**src/sv/pmrng_pkg.sv**
```systemverilog
`default_nettype none
package pmrng_pkg;

  localparam int unsigned SEED_W      = 31;
  localparam int unsigned HASH_W      = 32;
  localparam int unsigned MULT_W      = 15;
  localparam int unsigned PROD_W      = SEED_W + MULT_W;
  localparam int unsigned HASH_BYTES  = 28;
  localparam int unsigned MASK_W      = 27;
  localparam int unsigned WARMUP      = 5;
  localparam int unsigned CNT_W       = 5;

  localparam logic [MULT_W-1:0] LCG_MULT = 15'd16807;
  localparam logic [SEED_W:0]   LCG_MOD  = 32'd2147483647;

  typedef logic [1:0] hop_t;
  localparam hop_t HOP_BYTE  = 2'd0;
  localparam hop_t HOP_MIX3  = 2'd1;
  localparam hop_t HOP_MIX11 = 2'd2;
  localparam hop_t HOP_MIX15 = 2'd3;

  typedef struct packed {
    logic clr;
    logic en;
    hop_t op;
  } hash_ctl_t;

endpackage
`default_nettype wire

```
**src/sv/pmrng_if.sv**
```systemverilog
`default_nettype none
interface pmrng_in_if;
  logic               valid;
  logic               ready;
  logic               op;
  logic signed [31:0] base_value;
  logic        [63:0] coord_x;
  logic        [63:0] coord_y;
  logic        [63:0] coord_z;

  modport source (output valid, op, base_value, coord_x, coord_y, coord_z, input ready);
  modport sink (input valid, op, base_value, coord_x, coord_y, coord_z, output ready);
endinterface

interface pmrng_out_if;
  logic        valid;
  logic        ready;
  logic [30:0] random_value;

  modport source (output valid, random_value, input ready);
  modport sink (input valid, random_value, output ready);
endinterface
`default_nettype wire

```
**src/sv/pmrng_lcg.sv**
```systemverilog
`default_nettype none
module pmrng_lcg
  import pmrng_pkg::*;
(
  input  wire logic              clk,
  input  wire logic              load,
  input  wire logic [SEED_W-1:0] seed_in,
  output logic      [SEED_W-1:0] seed_out
);

  logic [PROD_W-1:0] prod_r;
  logic [SEED_W:0]   sum;
  logic [SEED_W:0]   red;

  always_ff @(posedge clk) begin
    if (load) begin
      prod_r <= PROD_W'(seed_in) * PROD_W'(LCG_MULT);
    end
  end

  always_comb begin
    sum = {1'b0, prod_r[SEED_W-1:0]} + (SEED_W+1)'(prod_r[PROD_W-1:SEED_W]);
    red = (sum >= LCG_MOD) ? (sum - LCG_MOD) : sum;
    seed_out = red[SEED_W-1:0];
  end

endmodule
`default_nettype wire

```
**src/sv/pmrng_hash.sv**
```systemverilog
`default_nettype none
module pmrng_hash
  import pmrng_pkg::*;
(
  input  wire logic              clk,
  input  wire hash_ctl_t         ctl,
  input  wire logic [7:0]        byte_in,
  output logic      [HASH_W-1:0] hash_out
);

  logic [HASH_W-1:0] h_r;
  logic [HASH_W-1:0] h_nxt;
  logic [HASH_W-1:0] t1;
  logic [HASH_W-1:0] t2;

  always_comb begin
    t1 = h_r + {{(HASH_W-8){byte_in[7]}}, byte_in};
    t2 = t1 + (t1 << 10);
    case (ctl.op)
      HOP_BYTE:  h_nxt = t2 ^ (t2 >> 6);
      HOP_MIX3:  h_nxt = h_r + (h_r << 3);
      HOP_MIX11: h_nxt = h_r ^ (h_r >> 11);
      HOP_MIX15: h_nxt = h_r + (h_r << 15);
      default:   h_nxt = h_r;
    endcase
  end

  always_ff @(posedge clk) begin
    if (ctl.clr) begin
      h_r <= '0;
    end else if (ctl.en) begin
      h_r <= h_nxt;
    end
  end

  assign hash_out = h_r;

endmodule
`default_nettype wire

```
**src/sv/park_miller_rng_with_hash_reseed.sv**
```systemverilog
// Draw request: a multiply step and a reduce step in the shared modular multiplier, then
// the output load; no new request is taken until the result has been loaded.
// Reseed request: 28 hash byte steps, 3 mix steps, 1 seed load, 5 draws (multiply, reduce)
// and the output load; no new request is taken until the result has been loaded.
// Input ready stays low while a finished result waits for the output register.
// Synchronous active-low reset returns the seed to 1 and empties the output.
`default_nettype none
module park_miller_rng_with_hash_reseed
  import pmrng_pkg::*;
(
  input  wire logic clk,
  input  wire logic rst_n,
  pmrng_in_if.sink    in_ch,
  pmrng_out_if.source out_ch
);

  localparam logic [2:0] ST_IDLE = 3'd0;
  localparam logic [2:0] ST_HASH = 3'd1;
  localparam logic [2:0] ST_FIN  = 3'd2;
  localparam logic [2:0] ST_LOAD = 3'd3;
  localparam logic [2:0] ST_MUL  = 3'd4;
  localparam logic [2:0] ST_RED  = 3'd5;
  localparam logic [2:0] ST_DONE = 3'd6;

  localparam int unsigned BYTES_W = HASH_BYTES * 8;

  logic [2:0]         state_r;
  logic [2:0]         state_nxt;
  logic [CNT_W-1:0]   cnt_r;
  logic [CNT_W-1:0]   cnt_nxt;
  logic [SEED_W-1:0]  seed_r;
  logic [SEED_W-1:0]  seed_nxt;
  logic [BYTES_W-1:0] bytes_r;
  logic [BYTES_W-1:0] bytes_nxt;
  logic               out_valid_r;
  logic               out_valid_nxt;
  logic [SEED_W-1:0]  out_data_r;
  logic [SEED_W-1:0]  out_data_nxt;

  hash_ctl_t         hctl;
  logic [HASH_W-1:0] hash_val;
  logic [SEED_W-1:0] lcg_val;
  logic              accept;

  assign in_ch.ready         = (state_r == ST_IDLE);
  assign accept              = in_ch.valid && in_ch.ready;
  assign out_ch.valid        = out_valid_r;
  assign out_ch.random_value = out_data_r;

  pmrng_hash u_hash (
    .clk      (clk),
    .ctl      (hctl),
    .byte_in  (bytes_r[7:0]),
    .hash_out (hash_val)
  );

  pmrng_lcg u_lcg (
    .clk      (clk),
    .load     (state_r == ST_MUL),
    .seed_in  (seed_r),
    .seed_out (lcg_val)
  );

  always_comb begin
    state_nxt     = state_r;
    cnt_nxt       = cnt_r;
    seed_nxt      = seed_r;
    bytes_nxt     = bytes_r;
    out_data_nxt  = out_data_r;
    out_valid_nxt = out_valid_r && !out_ch.ready;
    hctl          = '{clr: 1'b0, en: 1'b0, op: HOP_BYTE};
    unique case (state_r)
      ST_IDLE: begin
        if (accept) begin
          cnt_nxt = '0;
          if (in_ch.op) begin
            bytes_nxt = {in_ch.coord_z, in_ch.coord_y, in_ch.coord_x, in_ch.base_value};
            hctl.clr  = 1'b1;
            state_nxt = ST_HASH;
          end else begin
            state_nxt = ST_MUL;
          end
        end
      end
      ST_HASH: begin
        hctl.en   = 1'b1;
        hctl.op   = HOP_BYTE;
        bytes_nxt = bytes_r >> 8;
        if (cnt_r == CNT_W'(HASH_BYTES - 1)) begin
          cnt_nxt   = '0;
          state_nxt = ST_FIN;
        end else begin
          cnt_nxt = cnt_r + CNT_W'(1);
        end
      end
      ST_FIN: begin
        hctl.en = 1'b1;
        case (cnt_r[1:0])
          2'd0:    hctl.op = HOP_MIX3;
          2'd1:    hctl.op = HOP_MIX11;
          default: hctl.op = HOP_MIX15;
        endcase
        if (cnt_r[1:0] == 2'd2) begin
          state_nxt = ST_LOAD;
        end
        cnt_nxt = cnt_r + CNT_W'(1);
      end
      ST_LOAD: begin
        seed_nxt = (hash_val[MASK_W-1:0] == '0) ? SEED_W'(1)
                                                : SEED_W'(hash_val[MASK_W-1:0]);
        cnt_nxt   = CNT_W'(WARMUP - 1);
        state_nxt = ST_MUL;
      end
      ST_MUL: begin
        state_nxt = ST_RED;
      end
      ST_RED: begin
        seed_nxt = lcg_val;
        if (cnt_r == '0) begin
          state_nxt = ST_DONE;
        end else begin
          cnt_nxt   = cnt_r - CNT_W'(1);
          state_nxt = ST_MUL;
        end
      end
      ST_DONE: begin
        if (!out_valid_r || out_ch.ready) begin
          out_valid_nxt = 1'b1;
          out_data_nxt  = seed_r;
          state_nxt     = ST_IDLE;
        end
      end
      default: begin
        state_nxt = ST_IDLE;
      end
    endcase
  end

  always_ff @(posedge clk) begin
    if (!rst_n) begin
      state_r     <= ST_IDLE;
      cnt_r       <= '0;
      seed_r      <= SEED_W'(1);
      out_valid_r <= 1'b0;
    end else begin
      state_r     <= state_nxt;
      cnt_r       <= cnt_nxt;
      seed_r      <= seed_nxt;
      out_valid_r <= out_valid_nxt;
    end
  end

  always_ff @(posedge clk) begin
    bytes_r    <= bytes_nxt;
    out_data_r <= out_data_nxt;
  end

endmodule
`default_nettype wire

```
**src/flat_wrapper.sv**
```systemverilog
// flat-port wrapper written by rule: the top's interface ports become plain ports
module park_miller_rng_with_hash_reseed_flat import pmrng_pkg::*;
  (clk, rst_n, in_ch_valid, in_ch_op, in_ch_base_value, in_ch_coord_x, in_ch_coord_y, in_ch_coord_z, in_ch_ready, out_ch_valid, out_ch_random_value, out_ch_ready);
  pmrng_in_if in_ch_i ();
  pmrng_out_if out_ch_i ();
  input  wire logic clk;
  input  wire logic rst_n;
  input wire logic [$bits(in_ch_i.valid)-1:0] in_ch_valid;
  input wire logic [$bits(in_ch_i.op)-1:0] in_ch_op;
  input wire logic [$bits(in_ch_i.base_value)-1:0] in_ch_base_value;
  input wire logic [$bits(in_ch_i.coord_x)-1:0] in_ch_coord_x;
  input wire logic [$bits(in_ch_i.coord_y)-1:0] in_ch_coord_y;
  input wire logic [$bits(in_ch_i.coord_z)-1:0] in_ch_coord_z;
  output wire logic [$bits(in_ch_i.ready)-1:0] in_ch_ready;
  output wire logic [$bits(out_ch_i.valid)-1:0] out_ch_valid;
  output wire logic [$bits(out_ch_i.random_value)-1:0] out_ch_random_value;
  input wire logic [$bits(out_ch_i.ready)-1:0] out_ch_ready;
  assign in_ch_i.valid = in_ch_valid;
  assign in_ch_i.op = in_ch_op;
  assign in_ch_i.base_value = in_ch_base_value;
  assign in_ch_i.coord_x = in_ch_coord_x;
  assign in_ch_i.coord_y = in_ch_coord_y;
  assign in_ch_i.coord_z = in_ch_coord_z;
  assign in_ch_ready = in_ch_i.ready;
  assign out_ch_valid = out_ch_i.valid;
  assign out_ch_random_value = out_ch_i.random_value;
  assign out_ch_i.ready = out_ch_ready;
  park_miller_rng_with_hash_reseed u_core (.clk(clk), .rst_n(rst_n), .in_ch(in_ch_i), .out_ch(out_ch_i));
endmodule
```
**config.mk**
```make
export PLATFORM = sky130hd
export DESIGN_NAME = park_miller_rng_with_hash_reseed_flat
export DESIGN_NICKNAME = d
export VERILOG_FILES = /design/src/sv/pmrng_pkg.sv /design/src/sv/pmrng_if.sv /design/src/sv/pmrng_lcg.sv /design/src/sv/pmrng_hash.sv /design/src/sv/park_miller_rng_with_hash_reseed.sv /design/src/flat_wrapper.sv
export SDC_FILE = /design/constraint.sdc
export NUM_CORES = 1
export LEC_CHECK = 0
export BUFFER_PORTS_ARGS = -buffer_cell sky130_fd_sc_hd__buf_2
export CORE_MARGIN = 2
export CORE_UTILIZATION = 40
export DETAILED_ROUTE_END_ITERATION = 12
export PLACE_DENSITY = 0.67
export SLEW_MARGIN = 20
export SYNTH_ARGS = -nofsm -noshare
export SYNTH_HDL_FRONTEND = slang
export SYNTH_SLANG_ARGS = --single-unit
```
**constraint.sdc**
```tcl
create_clock -name clk -period 17.3 [get_ports clk]
set_clock_uncertainty 0.15 [all_clocks]
set_input_delay 2.595 -clock clk [delete_from_list [all_inputs] [get_ports clk]]
set_output_delay 2.595 -clock clk [all_outputs]
set_load 0.01 [all_outputs]
```
Word level (Yosys, flattened, before mapping)
Index checks and enable logic that the tools add are counted.
Cells by class
  muxes and demuxes: 25
  reduce and logical (&&, ||, !) cells: 17
  $mul: 1
  magnitude comparators: 1
  bitwise gates (word level): 2
  add/sub/neg operators: 8
  eq/ne operators: 18
Operators with widths (count)
  two-way mux 224 bit: 2
  case mux 224 bit (2 select lines): 1
  adder 32 bit: 4
  case mux 32 bit (4 select lines): 1
  case mux 31 bit (2 select lines): 1
  multiplier 31 x 15 -> 46 bit, second input constant: 1
  adder 31 x 15 -> 32 bit: 1
  >= comparator 32 x 31 -> 1 bit, second input constant: 1
  XOR 32 x 21 -> 32 bit: 1
  XOR 32 x 26 -> 32 bit: 1
  two-way mux 31 bit: 1
  subtractor 31 bit, second input constant: 1
  zero test 27 bit: 1
  two-way mux 27 bit: 1
  case mux 5 bit (5 select lines): 1
  case mux 3 bit (7 select lines): 1
  two-way mux 3 bit: 5
  two-way mux 5 bit: 3
  equality test 3 bit, second input constant: 3
  equality test 2 bit, second input constant: 3
  equality test 3 x 2 -> 1 bit, second input constant: 2
  inequality test 2 x 1 -> 1 bit, second input constant: 3
  inequality test 2 bit, second input constant: 3
  case mux 3 bit (2 select lines): 1
  19 further kinds: 29
Word-level totals
  input port bits: 229
  word-level logic and storage cells: 80
  bits in registers: 373

Longest topological paths before layout
  depth after elaboration: 5
  mapped depth: 24
  depth with buffers taken out: 23

Modules after synthesis
A second synthesis with hierarchy kept.
Unflattened totals
  cells, all modules: 2903
  area, all modules: 30864.6 um^2
By module, submodules not included
  park_miller_rng_with_hash_reseed: seq. area each 8458.1 um^2, instances 1, area an instance 12913.6 um^2, cells each 750
  pmrng_lcg: seq. area each 1381.3 um^2, instances 1, area an instance 11187.0 um^2, cells each 1253
  pmrng_hash: seq. area each 640.6 um^2, instances 1, area an instance 6764.0 um^2, cells each 900

Worst setup path after synthesis
OpenSTA, ideal clock, no wires.
  path kind: in2reg
  start: input in_ch_valid
  end: register u_core.bytes_r[0], enable pin
  buffers on the path: 0
  cell stages on the path: 2
  data arrival time: 17.726 ns
  setup slack: -1.658 ns
  setup time: 1.083 ns
  cell sequence: a21oi_1 > nor3_1
On the way
  word-level cells in the longest chain between the ends: 3
RTL lines
  start, declared: RTL line flat_wrapper.sv:8  | input wire logic [$bits(in_ch_i.valid)-1:0] in_ch_valid;
  logical AND 1 bit: RTL line park_miller_rng_with_hash_reseed.sv:46  | assign accept = in_ch.valid && in_ch.ready;
  inequality test 2 bit (no source line)
  AND reduction 3 bit (no source line)
  end signal, assigned: RTL line park_miller_rng_with_hash_reseed.sv:154  | bytes_r <= bytes_nxt;
  end, declared: RTL line park_miller_rng_with_hash_reseed.sv:33  | logic [BYTES_W-1:0] bytes_r;
Every way passes these cells.
A chain may end at the register's enable or synchronous reset.

Worst setup path in the final report
  start: register u_core.seed_r[19]
  end: register u_core.u_lcg.prod_r[43], data pin
On the way
  word-level cells in the longest chain between the ends: 1
RTL lines
  start, declared: RTL line park_miller_rng_with_hash_reseed.sv:31  | logic [SEED_W-1:0] seed_r;
  start signal, assigned: RTL line park_miller_rng_with_hash_reseed.sv:148  | seed_r <= seed_nxt;
  multiplier 31 x 15 -> 46 bit: RTL line pmrng_lcg.sv:17  | prod_r <= PROD_W'(seed_in) * PROD_W'(LCG_MULT);
  end signal, assigned: RTL line pmrng_lcg.sv:17
  end, declared: RTL line pmrng_lcg.sv:11  | logic [PROD_W-1:0] prod_r;
Every way passes these cells.

==> results by group <==
CTS
  – CTS H-tree depth: 2
  – CTS clock-pin slew for the worst setup and hold paths: 0.06 ns
  – Hold-fix buffers, CTS: 0
  – CTS tree: built
  – Sink Count: 373
  – Post-CTS Setup Bufs: 0
  – Resized Gates After CTS: 0
  – CTS Buffer Depth: 3
  – CTS root buf: clkbuf_16
  – Clock Latency Late Sink: 0.59 ns
  – Num CTS Buffers: 41

Setup path
  – Worst Setup SP: u_core.seed_r[19]
  – Critical path endpoint category: register
  – WP data arrival: 7.65 ns
  – Critical path launch point type: register
  – Worst Path Class, Setup: reg -> reg
  – Crit-path max FO: 8
  – CP required: 17.46 ns
  – Worst R2R Start: u_core.seed_r[19]

Detailed routing
  – Total Wirelength: 81800 um
  – Routed len/inst: 20.1 um
  – Via count: 22600
  – Initial DRC Count: 2063
  – Vias per cell: 5.55
  – Final ANT Viol Nets: 0
  – Drt drc: 0
  – Drt pass-1 iters: 6

Synth
  – Ys async rst share: 0
  – Sequential-to-total area share from yosys stat: 0.353
  – Seq cells post-synth: 373
  – Syn Std Cell Area: 29700 um2
  – Synthesis Warnings: 0
  – Syn Inst Count: 2829
  – Post-synthesis net count: 3499
  – Unique masters post-synth: 80
  – Post-synth EDFFs: 301
  – Synth Area per Inst: 10.5 um2
  – Ys flop type: edfxtp_1

STA
  – Max frequency: 0.134 GHz
  – Fin. max-slew vios: 0
  – Setup TNS: 0 ns
  – Minimum clock period: 7.49 ns
  – Setup Viol. Count Final: 0
  – Worst-Margin Slew: 1.11 ns
  – Max_slew headroom: 0.261
  – RSZ-0062 raised after global routing: no
  – Final Hold Viols: 0
  – Tcrit/Tclk final: 0.433

Floorplan
  – Row count: 99
  – Core Region: 73200 um2
  – Die height: 277 um
  – Effective utilization at floorplan: 0.406
  – Ports: 262
  – Die X: 277 um
  – Die ar.: 76500 um2

GRT
  – GRT Total Usage: 0.208
  – Initial antenna violation count: 11
  – First-pass GRT wire length: 125000 um
  – Largest net degree at the start of global routing: 168
  – Vias in the first global route: 21700
  – Grt total ovfl: 0

Placed design
  – Placed cell area: 32100 um2
  – Routability cong.: 0.917
  – I/O Buffers: 261
  – Post-detail-place hpwl: 62000 um

Final layout
  – Filler instances: 6844
  – Area Overhead vs Synth: 12.6%
  – Commonest cells after routing, fill and taps aside: inv_1 (341), ha_1 (303), edfxtp_1 (301)
  – Design area: 33500 um2
  – Nets: 3743
  – Multi-input gate area: 17700 um2
  – Area occupied by registers: 10500 um2
  – Share of cells above drive strength 1: 0.188
  – Commonest non-fill, non-tap cell in the layout: inv_1

Pwr
  – Peak VDD IR: 0.247 mV
  – Pleak: 14.7 nW
  – Pwr dens: 222 nW/um2

Outcome
  – Status: finished clean

Worst hold path
  – Hold Startpoint: u_core.bytes_r[86]
  – HP Class: reg -> reg

Job
  – Max cap viols: 0
-- metrics by stage --
step                      setup WS (ns)  hold slack (ns)  instances  utilization  power, mW
after floorplan                    5.24            0.351       2829            -       5.39
after global placement            10.10            0.375       3988        0.438       6.42
after detailed placement           9.93            0.381       3988        0.438       6.44
after CTS                          9.90            0.394       4061        0.456       7.36
after global routing               9.29            0.402       4072        0.457       7.97
final                              9.81            0.393       4073        0.457       7.42
-- sequential cells by signal, summed over array words and instances, names as in the netlist --
name	flops
u_core.bytes_r	224
u_core.state_r	3
u_core.out_ch.valid	1
u_core.u_lcg.prod_r	46
u_core.cnt_r	5
u_core.seed_r	31
u_core.u_hash.hash_out	32
u_core.out_ch.random_value	31
-- synth_stat cells, drive strengths merged (70+ instances only) --
master,number,area [um2]
o21ai,123,616
ha,303,3790
dfxtp,72,1440
clkbuf,70,263
edfxtp,301,9040
xnor2,121,1060
a21oi,167,836
nand2,130,495
fa,138,2760
mux2,216,2430
nor2,133,499
inv,341,1280
-- layout make-up --
| type | count | share of cell area |
|---|---|---|
| flip-flops and latches | 373 | 0.313 |
| well taps | 959 | 0.0359 |
| repair buffers | 280 | 0.0441 |
| clock buffers | 52 | 0.0335 |
| diodes | 11 | 0.000823 |
| multi-input cells | 2036 | 0.529 |
| clock inverters | 21 | 0.00572 |
| inverters | 341 | 0.0383 |
-- path summary, 6_finish.rpt --
check | endpoint | slack (ns) | depth (start not counted)
hold / removal | u_core.bytes_r[78] | 0.39 | 1
setup / recovery | u_core.u_lcg.prod_r[43] | 9.81 | 23
hold reg to reg | u_core.bytes_r[78] | 0.39 | 1
setup reg to reg | u_core.u_lcg.prod_r[43] | 9.81 | 23
-- power breakdown --
group	total (mW)	internal, mW	switching, mW	leakage [nW]
Combinational	4.88	2.12	2.76	10.7
Clock	0.869	0.490	0.379	0.642
Sequential	1.66	1.37	0.294	3.42
-- layer usage --
metal / wire length, um / global-route usage / up-vias
met4: 1910 / 0.0569 / 2
li1: - / - / 10700
met2: 38400 / 0.338 / 779
met5: 12 / 0 / -
met3: 5830 / 0.0309 / 116
met1: 35600 / 0.289 / 11000
-- logic make-up after synthesis --
kind of cell | share of synthesized area
AO/OA/AOI/OAI | 0.138
XOR/XNOR | 0.0543
adder cells (fa/ha/maj) | 0.220
buffers and inverters | 0.0535
flip-flops | 0.353
multiplexers | 0.0842
AND/OR/NAND/NOR | 0.0970
-- critical path: stages, from the launching register on --
cell and delay [ns]:
dfxtp_1 0.51, inv_1 0.20, fa_1 0.58, inv_1 0.04
ha_1 0.26, inv_1 0.05, fa_1 0.50, inv_1 0.05
fa_1 0.46, fa_1 0.54, inv_1 0.05, fa_1 0.53
inv_1 0.04, ha_1 0.41, nand4_1 0.17, a2111oi_0 0.42
a21boi_0 0.25, o21a_1 0.21, o21ai_0 0.18, o21ai_0 0.44
a21oi_1 0.19, o41ai_1 0.72, or4_1 0.20, nand3_1 0.07
Power figures use the tool's default switching activity.
